File: config.mk
export PLATFORM = sky130hd
export DESIGN_NAME = infix_to_postfix_converter_unit
export DESIGN_NICKNAME = d
export VERILOG_FILES = /design/src/rtl/core/itp_pkg.sv /design/src/rtl/core/itp_cell.sv /design/src/rtl/core/itp_stack.sv /design/src/rtl/core/infix_to_postfix_converter_unit.sv
export VERILOG_INCLUDE_DIRS = /design/src /design/src/rtl/core
export SDC_FILE = /design/constraint.sdc
export NUM_CORES = 1
export LEC_CHECK = 0
export ABC_AREA = 1
export BUFFER_PORTS_ARGS = -buffer_cell sky130_fd_sc_hd__buf_4
export CAP_MARGIN = 15
export CORE_MARGIN = 3
export CORE_UTILIZATION = 35
export DETAILED_ROUTE_END_ITERATION = 12
export GPL_TIMING_DRIVEN = 0
export HOLD_SLACK_MARGIN = 0.06
export PLACE_DENSITY_LB_ADDON = 0.1
export SLEW_MARGIN = 5
export SYNTH_ARGS = -nofsm -noshare
export SYNTH_HDL_FRONTEND = slang
export SYNTH_SLANG_ARGS = --single-unit
File: constraint.sdc
create_clock -name i_clk -period 10.4 [get_ports i_clk]
set_clock_uncertainty 0.05 [all_clocks]
set_input_delay 3.12 -clock i_clk [delete_from_list [all_inputs] [get_ports i_clk]]
set_output_delay 3.12 -clock i_clk [all_outputs]
set_load 0.05 [all_outputs]
File: src/rtl/core/infix_to_postfix_converter_unit_assert.svh
// assertion macros shared by the converter rtl
`ifndef INFIX_TO_POSTFIX_CONVERTER_UNIT_ASSERT_SVH
`define INFIX_TO_POSTFIX_CONVERTER_UNIT_ASSERT_SVH

`ifndef SYNTHESIS

// condition in this cycle implies consequence in the same cycle
`define ITP_ASSERT_IMPLY(lbl, ck, rn, ante, cons) \
    lbl: assert property (@(posedge ck) disable iff (!rn) (ante) |-> (cons)) \
        else $error("itp assertion failed");

// condition in this cycle implies consequence in the next cycle
`define ITP_ASSERT_NEXT(lbl, ck, rn, ante, cons) \
    lbl: assert property (@(posedge ck) disable iff (!rn) (ante) |=> (cons)) \
        else $error("itp assertion failed");

`else

`define ITP_ASSERT_IMPLY(lbl, ck, rn, ante, cons)
`define ITP_ASSERT_NEXT(lbl, ck, rn, ante, cons)

`endif

`endif

File: src/rtl/core/itp_pkg.sv
package itp_pkg;

    // default operator stack depth
    localparam int ITP_STACK_DEPTH = 32;

    localparam int CODE_W  = 4;
    localparam int VALUE_W = 64;
    localparam int TDATA_W = 72;
    localparam int TUSER_W = 3;

    // input token kinds
    typedef enum logic [2:0] {
        OP_NUMBER   = 3'd0,
        OP_FACT     = 3'd1,
        OP_FUNCTION = 3'd2,
        OP_LPAREN   = 3'd3,
        OP_RPAREN   = 3'd4,
        OP_OPERATOR = 3'd5,
        OP_END      = 3'd6
    } t_op;

    // result token kinds
    typedef enum logic [2:0] {
        OK_NUMBER = 3'd0,
        OK_FACT   = 3'd1,
        OK_FUNC   = 3'd2,
        OK_OPER   = 3'd3,
        OK_END    = 3'd4,
        OK_ERROR  = 3'd5
    } t_kind;

    // error codes
    typedef enum logic [1:0] {
        ERR_NONE     = 2'd0,
        ERR_OVERFLOW = 2'd1,
        ERR_RPAREN   = 2'd2,
        ERR_LPAREN   = 2'd3
    } t_err;

    // kind of a stacked entry
    typedef enum logic [1:0] {
        EK_LPAREN = 2'd0,
        EK_FUNC   = 2'd1,
        EK_OPER   = 2'd2
    } t_ekind;

    localparam logic [CODE_W-1:0] CODE_POWER = 4'd5;

    typedef struct packed {
        t_ekind            kind;
        logic [CODE_W-1:0] code;
    } t_entry;

    // commands from the sequencer to the stack
    typedef struct packed {
        logic   push;
        logic   pop;
        logic   clear;
        t_entry push_entry;
    } t_stack_ctrl;

    // stack status back to the sequencer
    typedef struct packed {
        logic   empty;
        logic   full;
        t_entry top;
    } t_stack_stat;

    // sequencer states
    typedef enum logic [2:0] {
        S_IDLE,
        S_EMIT,
        S_PUSH,
        S_OPER,
        S_RPAREN,
        S_RP_FUNC,
        S_DRAIN,
        S_END
    } t_state;

    // operator binding strength
    function automatic logic [1:0] prec_of(input logic [CODE_W-1:0] code);
        logic [1:0] p;
        case (code)
            4'd2, 4'd3, 4'd4: p = 2'd1;
            4'd5, 4'd6:       p = 2'd2;
            default:          p = 2'd0;
        endcase
        return p;
    endfunction

endpackage

File: src/rtl/core/itp_cell.sv
module itp_cell (
    input  logic           i_clk,
    input  logic           i_push,
    input  logic           i_pop,
    input  itp_pkg::t_entry i_from_above,
    input  itp_pkg::t_entry i_from_below,
    output itp_pkg::t_entry o_entry
);
    import itp_pkg::*;

    t_entry r_entry;
    t_entry n_entry;

    // shift toward the bottom on push, toward the top on pop
    always_comb begin
        if (i_push) begin
            n_entry = i_from_above;
        end else if (i_pop) begin
            n_entry = i_from_below;
        end else begin
            n_entry = r_entry;
        end
    end

    always_ff @(posedge i_clk) begin
        r_entry <= n_entry;
    end

    assign o_entry = r_entry;

endmodule

File: src/rtl/core/itp_stack.sv
module itp_stack #(
    parameter int STACK_DEPTH = itp_pkg::ITP_STACK_DEPTH
) (
    input  logic                 i_clk,
    input  logic                 i_rst_n,
    input  itp_pkg::t_stack_ctrl i_ctrl,
    output itp_pkg::t_stack_stat o_stat
);
    import itp_pkg::*;

    localparam int CNT_W = $clog2(STACK_DEPTH + 1);

    t_entry           w_cell [STACK_DEPTH];
    logic [CNT_W-1:0] r_count;
    logic [CNT_W-1:0] n_count;

    // row of cells, cell 0 holds the top of stack
    for (genvar gi = 0; gi < STACK_DEPTH; gi++) begin : g_cell
        t_entry w_above;
        t_entry w_below;

        if (gi == 0) begin : g_top
            assign w_above = i_ctrl.push_entry;
        end else begin : g_mid
            assign w_above = w_cell[gi-1];
        end

        if (gi == STACK_DEPTH - 1) begin : g_bot
            assign w_below = '0;
        end else begin : g_up
            assign w_below = w_cell[gi+1];
        end

        itp_cell u_cell (
            .i_clk        (i_clk),
            .i_push       (i_ctrl.push),
            .i_pop        (i_ctrl.pop),
            .i_from_above (w_above),
            .i_from_below (w_below),
            .o_entry      (w_cell[gi])
        );
    end

    // fill count
    always_comb begin
        if (i_ctrl.clear) begin
            n_count = '0;
        end else if (i_ctrl.push) begin
            n_count = r_count + 1'b1;
        end else if (i_ctrl.pop) begin
            n_count = r_count - 1'b1;
        end else begin
            n_count = r_count;
        end
    end

    always_ff @(posedge i_clk) begin
        if (!i_rst_n) begin
            r_count <= '0;
        end else begin
            r_count <= n_count;
        end
    end

    assign o_stat.empty = (r_count == '0);
    assign o_stat.full  = (r_count == CNT_W'(STACK_DEPTH));
    assign o_stat.top   = w_cell[0];

endmodule

File: src/rtl/core/infix_to_postfix_converter_unit.sv
// Infix to postfix converter: infix tokens enter on the slave stream, one at a time, and
// postfix tokens leave on the master stream in order, the end marker flagged by tlast.
// Operators wait in a shift-register stack of STACK_DEPTH cells whose top sits in the
// first cell, so every push or pop is a single shift of the whole row. One item is taken
// at a time and each emitted entry leaves through the single output register in its own
// cycle. Numbers and factorial are emitted; functions and left parentheses are pushed,
// or flag an overflow when the stack is full; an operator pops functions and entries that
// bind tighter, or as tight but for the power operator, and is then pushed; a right
// parenthesis pops the entries above its partner, drops the partner and lets a function
// below it leave, or flags an error when no partner is found; an end token pops every
// stacked entry before the end marker, or emits only the marker when an error is latched.
// After an error every token up to the end token is swallowed, as is an unknown token kind;
// the end marker carries the error code. Master back-pressure stalls every emitting step.
`include "infix_to_postfix_converter_unit_assert.svh"

module infix_to_postfix_converter_unit #(
    parameter int STACK_DEPTH = itp_pkg::ITP_STACK_DEPTH
) (
    input  logic                        i_clk,
    input  logic                        i_rst_n,
    // slave side
    input  logic                        i_s_axis_tvalid,
    output logic                        o_s_axis_tready,
    // token_code [3:0], operand_value [67:4], zero fill [71:68]
    input  logic [itp_pkg::TDATA_W-1:0] i_s_axis_tdata,
    // operation [2:0]
    input  logic [itp_pkg::TUSER_W-1:0] i_s_axis_tuser,
    // master side
    output logic                        o_m_axis_tvalid,
    input  logic                        i_m_axis_tready,
    // out_code [3:0], out_value [67:4], error_code [69:68], zero fill [71:70]
    output logic [itp_pkg::TDATA_W-1:0] o_m_axis_tdata,
    // out_kind [2:0]
    output logic [itp_pkg::TUSER_W-1:0] o_m_axis_tuser,
    output logic                        o_m_axis_tlast
);
    import itp_pkg::*;

    t_state              r_state;
    t_state              n_state;
    t_op                 r_op;
    logic [CODE_W-1:0]   r_code;
    logic [VALUE_W-1:0]  r_value;
    t_err                r_err;
    t_err                r_end_err;

    logic                r_out_valid;
    t_kind               r_out_kind;
    logic [CODE_W-1:0]   r_out_code;
    logic [VALUE_W-1:0]  r_out_value;
    t_err                r_out_err;
    logic                r_out_last;

    t_stack_ctrl         w_ctrl;
    t_stack_stat         w_stat;

    logic                w_accept;
    t_op                 w_in_op;
    logic                w_out_free;
    logic                w_oper_pop;
    logic                w_emit;
    t_kind               w_out_kind;
    logic [CODE_W-1:0]   w_out_code;
    logic [VALUE_W-1:0]  w_out_value;
    t_err                w_out_err;
    logic                w_out_last;
    logic                w_set_err;
    t_err                w_set_err_code;
    logic                w_set_lp_err;
    logic                w_clear_err;
    t_kind               w_top_kind;
    logic                w_err_swallow;

    assign w_in_op    = t_op'(i_s_axis_tuser);
    assign w_accept   = i_s_axis_tvalid && o_s_axis_tready;
    assign w_out_free = !r_out_valid || i_m_axis_tready;
    assign w_top_kind = (w_stat.top.kind == EK_FUNC) ? OK_FUNC : OK_OPER;

    // item taken while an error is latched and not the end token
    assign w_err_swallow = w_accept && (r_err != ERR_NONE) && (w_in_op != OP_END);

    // top pops: a function, or an operator that binds tighter, or as tight but not power
    assign w_oper_pop = !w_stat.empty && (w_stat.top.kind != EK_LPAREN) &&
                        ((w_stat.top.kind == EK_FUNC) ||
                         (prec_of(w_stat.top.code) > prec_of(r_code)) ||
                         ((prec_of(w_stat.top.code) == prec_of(r_code)) &&
                          (w_stat.top.code != CODE_POWER)));

    // next state
    always_comb begin
        n_state = r_state;
        case (r_state)
            S_IDLE: begin
                if (w_accept) begin
                    if (w_in_op == OP_END) begin
                        n_state = (r_err != ERR_NONE) ? S_END : S_DRAIN;
                    end else if (r_err != ERR_NONE) begin
                        n_state = S_IDLE;
                    end else begin
                        case (w_in_op)
                            OP_NUMBER, OP_FACT:     n_state = S_EMIT;
                            OP_FUNCTION, OP_LPAREN: n_state = S_PUSH;
                            OP_RPAREN:              n_state = S_RPAREN;
                            OP_OPERATOR:            n_state = S_OPER;
                            default:                n_state = S_IDLE;
                        endcase
                    end
                end
            end
            S_EMIT: begin
                if (w_out_free) n_state = S_IDLE;
            end
            S_PUSH: begin
                if (!w_stat.full || w_out_free) n_state = S_IDLE;
            end
            S_OPER: begin
                if (!w_oper_pop) n_state = S_PUSH;
            end
            S_RPAREN: begin
                if (w_stat.empty) begin
                    if (w_out_free) n_state = S_IDLE;
                end else if (w_stat.top.kind == EK_LPAREN) begin
                    n_state = S_RP_FUNC;
                end
            end
            S_RP_FUNC: begin
                if (w_stat.empty || w_stat.top.kind != EK_FUNC || w_out_free) begin
                    n_state = S_IDLE;
                end
            end
            S_DRAIN: begin
                if (w_stat.empty) n_state = S_END;
            end
            S_END: begin
                if (w_out_free) n_state = S_IDLE;
            end
            default: n_state = S_IDLE;
        endcase
    end

    // sequencer outputs: stack commands and result fields
    always_comb begin
        o_s_axis_tready   = 1'b0;
        w_ctrl.push       = 1'b0;
        w_ctrl.pop        = 1'b0;
        w_ctrl.clear      = 1'b0;
        w_ctrl.push_entry = '{kind: EK_OPER, code: r_code};
        w_emit            = 1'b0;
        w_out_kind        = OK_NUMBER;
        w_out_code        = '0;
        w_out_value       = '0;
        w_out_err         = ERR_NONE;
        w_out_last        = 1'b0;
        w_set_err         = 1'b0;
        w_set_err_code    = ERR_NONE;
        w_set_lp_err      = 1'b0;
        w_clear_err       = 1'b0;
        case (r_op)
            OP_FUNCTION: w_ctrl.push_entry = '{kind: EK_FUNC, code: r_code};
            OP_LPAREN:   w_ctrl.push_entry = '{kind: EK_LPAREN, code: '0};
            default:     w_ctrl.push_entry = '{kind: EK_OPER, code: r_code};
        endcase
        case (r_state)
            S_IDLE: begin
                o_s_axis_tready = i_rst_n;
            end
            S_EMIT: begin
                w_emit      = w_out_free;
                w_out_kind  = (r_op == OP_NUMBER) ? OK_NUMBER : OK_FACT;
                w_out_value = (r_op == OP_NUMBER) ? r_value : '0;
            end
            S_PUSH: begin
                if (w_stat.full) begin
                    w_emit         = w_out_free;
                    w_out_kind     = OK_ERROR;
                    w_out_err      = ERR_OVERFLOW;
                    w_set_err      = w_out_free;
                    w_set_err_code = ERR_OVERFLOW;
                end else begin
                    w_ctrl.push = 1'b1;
                end
            end
            S_OPER: begin
                if (w_oper_pop) begin
                    w_emit      = w_out_free;
                    w_ctrl.pop  = w_out_free;
                    w_out_kind  = w_top_kind;
                    w_out_code  = w_stat.top.code;
                end
            end
            S_RPAREN: begin
                if (w_stat.empty) begin
                    w_emit         = w_out_free;
                    w_out_kind     = OK_ERROR;
                    w_out_err      = ERR_RPAREN;
                    w_set_err      = w_out_free;
                    w_set_err_code = ERR_RPAREN;
                end else if (w_stat.top.kind == EK_LPAREN) begin
                    w_ctrl.pop = 1'b1;
                end else begin
                    w_emit     = w_out_free;
                    w_ctrl.pop = w_out_free;
                    w_out_kind = w_top_kind;
                    w_out_code = w_stat.top.code;
                end
            end
            S_RP_FUNC: begin
                if (!w_stat.empty && w_stat.top.kind == EK_FUNC) begin
                    w_emit     = w_out_free;
                    w_ctrl.pop = w_out_free;
                    w_out_kind = OK_FUNC;
                    w_out_code = w_stat.top.code;
                end
            end
            S_DRAIN: begin
                if (!w_stat.empty) begin
                    if (w_stat.top.kind == EK_LPAREN) begin
                        w_ctrl.pop   = 1'b1;
                        w_set_lp_err = 1'b1;
                    end else begin
                        w_emit     = w_out_free;
                        w_ctrl.pop = w_out_free;
                        w_out_kind = w_top_kind;
                        w_out_code = w_stat.top.code;
                    end
                end
            end
            S_END: begin
                w_emit       = w_out_free;
                w_out_kind   = OK_END;
                w_out_err    = r_end_err;
                w_out_last   = 1'b1;
                w_ctrl.clear = w_out_free;
                w_clear_err  = w_out_free;
            end
            default: begin
                o_s_axis_tready = 1'b0;
            end
        endcase
    end

    itp_stack #(
        .STACK_DEPTH (STACK_DEPTH)
    ) u_stack (
        .i_clk   (i_clk),
        .i_rst_n (i_rst_n),
        .i_ctrl  (w_ctrl),
        .o_stat  (w_stat)
    );

    // control state and error tracking
    always_ff @(posedge i_clk) begin
        if (!i_rst_n) begin
            r_state   <= S_IDLE;
            r_err     <= ERR_NONE;
            r_end_err <= ERR_NONE;
        end else begin
            r_state <= n_state;
            if (w_clear_err) begin
                r_err <= ERR_NONE;
            end else if (w_set_err) begin
                r_err <= w_set_err_code;
            end
            if (w_accept && w_in_op == OP_END) begin
                r_end_err <= r_err;
            end else if (w_set_lp_err) begin
                r_end_err <= ERR_LPAREN;
            end
        end
    end

    // captured item
    always_ff @(posedge i_clk) begin
        if (w_accept) begin
            r_op    <= w_in_op;
            r_code  <= i_s_axis_tdata[CODE_W-1:0];
            r_value <= i_s_axis_tdata[CODE_W +: VALUE_W];
        end
    end

    // output register
    always_ff @(posedge i_clk) begin
        if (!i_rst_n) begin
            r_out_valid <= 1'b0;
        end else if (w_emit) begin
            r_out_valid <= 1'b1;
        end else if (i_m_axis_tready) begin
            r_out_valid <= 1'b0;
        end
    end

    always_ff @(posedge i_clk) begin
        if (w_emit) begin
            r_out_kind  <= w_out_kind;
            r_out_code  <= w_out_code;
            r_out_value <= w_out_value;
            r_out_err   <= w_out_err;
            r_out_last  <= w_out_last;
        end
    end

    assign o_m_axis_tvalid = r_out_valid;
    assign o_m_axis_tdata  = {2'b00, r_out_err, r_out_value, r_out_code};
    assign o_m_axis_tuser  = r_out_kind;
    assign o_m_axis_tlast  = r_out_last;

    `ITP_ASSERT_IMPLY(a_emit_has_room, i_clk, i_rst_n, w_emit, w_out_free)
    `ITP_ASSERT_IMPLY(a_no_push_full, i_clk, i_rst_n, w_ctrl.push, !w_stat.full)
    `ITP_ASSERT_IMPLY(a_no_pop_empty, i_clk, i_rst_n, w_ctrl.pop, !w_stat.empty)
    `ITP_ASSERT_NEXT(a_err_swallow, i_clk, i_rst_n, w_err_swallow, r_state == S_IDLE)

endmodule
== Yosys cells after proc, flatten, opt, wreduce, memory -nomap -nowiden ==
Index checks and enable logic that the tools add are counted.

* Divide/modulo/power cells: 0
* Eq/ne operators: 36
* Bitwise gates (word level): 1
* Order comparisons: 1
* Shift operators: 0
* Multiply operators: 0
* Mux-type cells: 124
* Reductions and logical operators: 36
* Add/subtract/negate cells: 2

{| class="wikitable"
|+ Operators by type and width
! kind !! number
|-
| $mux 6 || 66
|-
| $pmux 3 s7 || 2
|-
| $mux 3 || 13
|-
| $eq 4x3->1 const B || 6
|-
| $mux 1 || 23
|-
| $eq 3x3->1 const B || 7
|-
| $eq 3x2->1 const B || 6
|-
| $eq 4x2->1 const B || 4
|-
| $mux 4 || 4
|-
| $reduce_or 2->1 || 7
|-
| $mux 2 || 6
|-
| $pmux 2 s2 || 3
|-
| $pmux 3 s4 || 1
|-
| $pmux 4 s3 || 1
|-
| $pmux 6 s2 || 1
|-
| $ne 2x2->1 const B || 5
|-
| $reduce_bool 2->1 || 5
|-
| $logic_not 3->1 || 3
|-
| $add 6x1->6 const B || 1
|-
| $eq 3x1->1 const B || 2
|-
| $eq 6x6->1 const B || 1
|-
| $logic_and 1x1->1 || 6
|-
| $logic_not 6->1 || 1
|-
| $logic_or 1x1->1 || 6
|-
| other kinds (17) || 20
|}

* Register bits after elaboration: 351
* RAM bits: 0
* Bits in read-only memories: 0
* Bits in latches: 0
* Memories: 0
* Input bits: 79

== Depth between registers and ports, before layout ==
Gate-level depths: netlist of the first run.

* Depth in word-level cells: 11
* Gate-level depth with buffers: 15

== Hierarchy ==
Synthesis of the first run repeated with hierarchy kept, for this count alone.

* Cells, all modules: 1373
* Area, all modules: 14610.3 sq um

{| class="wikitable"
|+ Modules (own cells, without submodules)
! module !! instances !! sequential area each (sq um) !! area each (sq um) !! cells each
|-
| itp_cell || 32 || 180.2 || 257.7 || 26
|-
| infix_to_postfix_converter_unit || 1 || 4514.3 || 5909.4 || 474
|-
| itp_stack || 1 || 120.1 || 452.9 || 67
|}

== Worst setup path before layout of the first run ==
No wires, ideal clock.

* Path kind: input port to flip-flop
* From: input port i_rst_n
* To: register r_end_err[0]
* Data required time: 10.225 ns
* Setup slack: 1.268 ns
* Arrival: 8.957 ns
* Cell stages on the path: 5
* Library setup time: 0.125 ns
* Path through: inv_1 -> nor3_1 -> nand3_1 -> o21ai_0 -> nor2_1

* Cells in the longest elaborated chain, start to end: 4

{| class="wikitable"
|+ RTL lines
! element !! RTL line !! text
|-
| start, declared || infix_to_postfix_converter_unit.sv:20 || <nowiki>input logic i_rst_n,</nowiki>
|-
| $mux 1 * || infix_to_postfix_converter_unit.sv:163 || <nowiki>case (r_state)</nowiki>
|-
| $logic_and 1x1->1 * || infix_to_postfix_converter_unit.sv:75 || <nowiki>assign w_accept = i_s_axis_tvalid && o_s_axis_tready;</nowiki>
|-
| via w_accept || infix_to_postfix_converter_unit.sv:57 || <nowiki>logic w_accept;</nowiki>
|-
| $logic_and 1x1->1 * || infix_to_postfix_converter_unit.sv:264 || <nowiki>if (w_accept && w_in_op == OP_END) begin</nowiki>
|-
| $mux 2 or $reduce_bool 2->1 (tied branches) || -- ||
|-
| end signal, assigned || infix_to_postfix_converter_unit.sv:265 || <nowiki>r_end_err <= r_err;</nowiki>
|-
| end, declared || infix_to_postfix_converter_unit.sv:45 || <nowiki>t_err r_end_err;</nowiki>
|}

Mark *: on every way through the listed nets, which the timed path passes. The rest lies on a longest branch.
A chain may end at the register's enable or synchronous reset.

== Worst setup path in the final report of the first run ==
* From: input port i_rst_n
* To: output port o_s_axis_tready

* Cells in the longest elaborated chain, start to end: 1

{| class="wikitable"
|+ RTL lines
! element !! RTL line !! text
|-
| $mux 1 || infix_to_postfix_converter_unit.sv:163 ||
|-
| end, declared || infix_to_postfix_converter_unit.sv:23 || <nowiki>output logic o_s_axis_tready,</nowiki>
|}

No other way between the ends.

==> results.toml, run 1 <==
[worst_setup_path]
worst-r2r-setup-slack_ns = 7.00
reg2regPathDepth = 13
cp-start-kind = "input port"
reg2reg_to = "r_out_value[20]$_SDFFCE_PN0P_"
r2r_start = "r_code[1]$_DFFE_PP_"
endpoint_kind = "output port"
cp_max_fo = 7
required_ns = 7.23
crit_type = "in -> out"
cp.arrival_ns = 3.67

[clock_network]
hold_buffers = 0
cts.reportedPaths.clkPinSlew_ns = 0.05
cts_tree = "yes"
cts_sinks = 351
htree_levels = 2
cts_max_path_buffers = 3
insertion_delay_ns = 0.53
cts_resized = 0
post_cts_buffers = 0
cts-root-buf = "clkbuf_16"
cts_buffers = 39

[sta]
setup_viol = 0
worst_pin_slew_ns = 0.659
finalHoldViolCount = 0
max_slew_margin_pct = 55.9
setup_tns_ns = 0
slew_violations = 0
fin_crit_ns = 6.84
timing.final.crit_share_pct = 65.7
rsz0062_at_grt = "false"
max_freq_ghz = 0.146

[route]
wirelength_um = 31400
viasPerCell = 4.65
postRouteAntennaNets = 0
vias = 9299
drc = 0
wl_per_cell_um = 15.7
dr.pass1.iters = 5
drtIter0Drc = 563

[placement]
gp_congestion = 0.785
dp_hpwl_um = 21300
port_buffers = 150

[logic_synthesis]
synth_edf_count = 337
ys.flop_type = "edfxtp_1"
ys_ff_latch = 351
async_reset_ff_share_pct = 0
synth_warnings = 0
yosysTopAreaCell = "edfxtp_1"
synth_top_area_share_pct = 70.9
syn-instance-count = 1238
synth_most_common_cell = "edfxtp_1"
syn_area_per_cell_um2 = 11.5
synth_common_cells = "337 x edfxtp_1, 269 x nand2_1, 193 x inv_1, 172 x o21ai_0, 112 x nor2_1"
synth_seq_area_share_pct = 72.9
synth_area_um2 = 14300
synthTopCellsByArea = "edfxtp_1 71%, nand2_1 7.1%, o21ai_0 6.0%"
yosysUniqueCellTypes = 31

[global_routing]
grt_first_pass_wirelength_um = 50000
grt_max_degree = 60
grtUsageTotal_pct = 14.3
grt_use_met3_pct = 2.57
antenna_found_initial = 0
met2_usage_pct = 23.1
grt_overflow = 0
met1_usage_pct = 19.7
grt.busiest_layer = "met2"
first_global_vias = 9317

[power]
p_total_mw = 6.16
power_density_nw_per_um2 = 353
ir_drop_mv = 0.191
p_leak_nw = 7.20

[layout]
diodes = 0
synthToLayoutAreaGrowth_pct = 22.3
fin_util_pct = 43.6
drive_gt1_share_pct = 17.6
multiInputGateArea_um2 = 2880
final.fill_count = 3822
finalNetCount = 1536
regArea_um2 = 10400

[die]
core_area_um2 = 40000
die_x_um = 208
num_rows = 73
die_y_um = 208
fp.dieArea_um2 = 43200
start_util_pct = 35.7
io_pins = 157

[worst_hold_path]
worstHoldStart = "r_end_err[1]$_SDFFE_PN0P_"
min_path_cells = 2
hold-path-endpoint = "r_end_err[1]$_SDFFE_PN0P_"
hold_path.class = "reg -> reg"

[status]
outcome = "finished, final reports clean"

[run]
max_cap_viol_count = 0
## layout make-up
cell class / count / share of cell area, %
plain buffers: 50 / 1.46
well taps: 525 / 3.76
clock inverters: 12 / 0.480
inverters: 197 / 4.25
multi-input cells: 641 / 16.5
clock buffers: 54 / 6.16
flip-flops and latches: 351 / 59.6
repair buffers: 170 / 7.74
## cells by family after synthesis
| logic type | Yosys count | share of synthesized area (%) |
|---|---|---|
| compound gates | 204 | 7.32 |
| xor+xnor | 3 | 0.184 |
| fa+ha+maj | 7 | 0.667 |
| buf+inv | 247 | 6.99 |
| flops | 351 | 72.9 |
| other cells | 1 | 0.0263 |
| simple gates | 425 | 11.9 |
## registers in the layout (all words and copies together) (netlist names)
register and flops:
o_m_axis_tlast 1, r_err 2, r_value 64, o_m_axis_tuser 3, r_out_err 2, u_stack.r_count 6
r_end_err 2, u_stack.g_cell.u_cell.o_entry 192, r_op 3, r_out_code 4, r_state 3, r_code 4
r_out_value 64, o_m_axis_tvalid 1
## how the worst max path moves through the flow
stage / slack (ns) / to / from
CTS: 3.55 / o_s_axis_tready / i_rst_n
global route: 3.51 / o_s_axis_tready / i_rst_n
detailed placement: 3.55 / o_s_axis_tready / i_rst_n
global placement: -2.78 / r_end_err[0]$_SDFFE_PN0P_ / i_rst_n
finish: 3.56 / o_s_axis_tready / i_rst_n
floorplan: 1.27 / r_end_err[0]$_SDFFE_PN0P_ / i_rst_n
## critical path: stages
cell and delay, ns:
buf_4 0.12, inv_1 0.09, nor2_1 0.12, buf_4 0.21
## metal layers
layer,routed length (um),part of all wire (%),up-vias
met5,0,0,-
met4,755,2.4,0
met3,1390,4.4,54
li1,-,-,4559
met2,14900,48,206
met1,14300,46,4480
## layout by cell type, fill, tap and decap left out, drive strengths merged, types with 12 or more instances in the layout
| master | instances |
|---|---|
| buf | 197 |
| clkbuf | 77 |
| nand3 | 29 |
| dfxtp | 14 |
| nor2 | 113 |
| inv | 197 |
| o21ai | 183 |
| a21oi | 12 |
| edfxtp | 337 |
| nand2 | 270 |
## metrics by stage
stage	setup slack [ns]	instance area [um^2]	hold slack [ns]	std cells
after global routing	3.51	17400	0.466	2000
final	3.56	17400	0.422	2000
after floorplan	1.27	14300	0.391	1239
after detailed placement	3.55	16300	0.417	1934
after CTS	3.55	17400	0.432	2000
after global placement	-2.78	16100	0.407	1914
## where the power goes
part           internal (mW)  total (mW)  switching (mW)
sequential              2.49        2.72           0.235
clock                  0.744        1.28           0.532
combinational          0.610        2.16            1.55
total                   3.84        6.16            2.32
Note: power is estimated with default switching activity, not from simulation.
==> run 2, diff against run 1 <==
==> constraint.sdc (replaced) <==
create_clock -name i_clk -period 5.7 [get_ports i_clk]
set_clock_uncertainty 0.05 [all_clocks]
set_input_delay 1.71 -clock i_clk [delete_from_list [all_inputs] [get_ports i_clk]]
set_output_delay 1.71 -clock i_clk [all_outputs]
set_load 0.05 [all_outputs]
==> run 2 against run 1 <==
Against the previous run: worst setup slack worse by 1.9 ns; non-clock buffer count fell by 3; critical endpoint unchanged; highest routed layer unchanged; register-to-register slack got worse by 4.7 ns; clock-buffer cell count shrank 1.
==> results.toml, run 2 (synthesis gave the netlist of run 1 again) <==
[layout]
final.fill_count = 3811
layout.cells.non_filler = 2005
largest_register_ffs = 192
final_cell_mix = "337 x edfxtp_1, 269 x nand2_1, 193 x inv_1"
layout_commonest_cell = "edfxtp_1"
diodes = 0
stdcell_area_um2 = 17600
drive_gt1_share_pct = 17.8
finalNetCount = 1535
synthToLayoutAreaGrowth_pct = 23.2

[die]
num_rows = 73
die_y_um = 208
start_util_pct = 35.7
fp.dieArea_um2 = 43200
die_x_um = 208
core_area_um2 = 40000
io_pins = 157

[worst_setup_path]
cp.arrival_ns = 2.27
crit_type = "in -> out"
cp-start-kind = "input port"
cp_max_fo = 7
endpoint_kind = "output port"
required_ns = 3.94

[global_routing]
antenna_found_initial = 0
grt_max_degree = 60
grt_overflow = 0
grtUsageTotal_pct = 14.7
first_global_vias = 9300
grt_first_pass_wirelength_um = 51000

[sta]
max_slew_margin_pct = 34.5
max_freq_ghz = 0.248
slew_violations = 0
fin_crit_ns = 4.03
rsz0062_at_grt = "false"
timing.final.crit_share_pct = 70.7
finalHoldViolCount = 0
worst_pin_slew_ns = 0.978
setup_viol = 0
setup_tns_ns = 0

[route]
vias = 9162
wirelength_um = 31700
dr.pass1.iters = 4
viasPerCell = 4.57
wl_per_cell_um = 15.8
drc = 0
drtIter0Drc = 589
postRouteAntennaNets = 0

[status]
outcome = "finished, final reports clean"

[placement]
dp_hpwl_um = 21300
gp_congestion = 0.791
placed_area_um2 = 16300
place_inst = 1931
port_buffers = 150

[run]
max_cap_viol_count = 0

[power]
ir_drop_mv = 0.313
p_leak_nw = 7.25
power_density_nw_per_um2 = 647

[clock_network]
insertion_delay_ns = 0.55
cts_tree = "yes"
post_cts_buffers = 0
cts-root-buf = "clkbuf_16"
cts_sinks = 351
cts_buffers = 41
cts_resized = 0
hold_buffers = 0
htree_levels = 2
cts_max_path_buffers = 3
cts.reportedPaths.clkPinSlew_ns = 0.05

[worst_hold_path]
hold_path.class = "reg -> reg"
==> run 2: worst max-delay path, cell delays in order <==
cell and delay, ns:
buf_4 0.12, inv_1 0.10, nor2_1 0.12, buf_4 0.22
==> run 2: final cells by class <==
type                            instances  area, um^2  share of cell area (%)
Inverter                              197         742                    4.22
Clock inverter                         21         131                   0.747
Tap cell                              525         657                    3.74
Multi-Input combinational cell        641        2900                    16.5
Sequential cell                       351       10400                    59.2
Buffer                                 50         255                    1.45
Timing Repair Buffer                  167        1380                    7.83
Clock buffer                           53        1120                    6.39
==> run 2: metrics by stage <==
stage                     setup slack [ns]  hold slack, ns  total power, mW  utilization [%]
after floorplan                     -0.153           0.391             7.65                -
after global placement               -2.43           0.415             8.70             40.2
after detailed placement              1.42           0.416             9.01             40.8
after CTS                             1.66           0.426             11.5             43.9
after global routing                  1.58           0.462             12.1             43.9
final                                 1.67           0.424             11.4             43.9
==> run 2: power by group <==
group | switching, mW | internal [mW] | leakage [nW]
Sequential | 0.423 | 4.54 | 3.28
Combinational | 2.83 | 1.12 | 3.35
Clock | 1.02 | 1.44 | 0.618
==> run 2: path summary, 6_finish.rpt <==
check	from	end	slack (ns)	depth (start not counted)
min reg2reg	r_err[1]$_SDFFE_PP0P_	r_err[1]$_SDFFE_PP0P_	0.42	2
max reg2reg	r_code[1]$_DFFE_PP_	u_stack.g_cell[17].u_cell.o_entry[2]$_DFFE_PP_	2.27	11
min	r_err[1]$_SDFFE_PP0P_	r_err[1]$_SDFFE_PP0P_	0.42	2
max	i_rst_n	o_s_axis_tready	1.67	4
==> run 2: routing by layer <==
metal | up-vias | global-route usage, % | wire length (um)
li1 | 4560 | - | -
met1 | 4362 | 20.3 | 15000
met2 | 184 | 23.2 | 14600
met3 | 56 | 2.60 | 1310
met4 | 0 | 5.91 | 912
met5 | - | 0 | 0
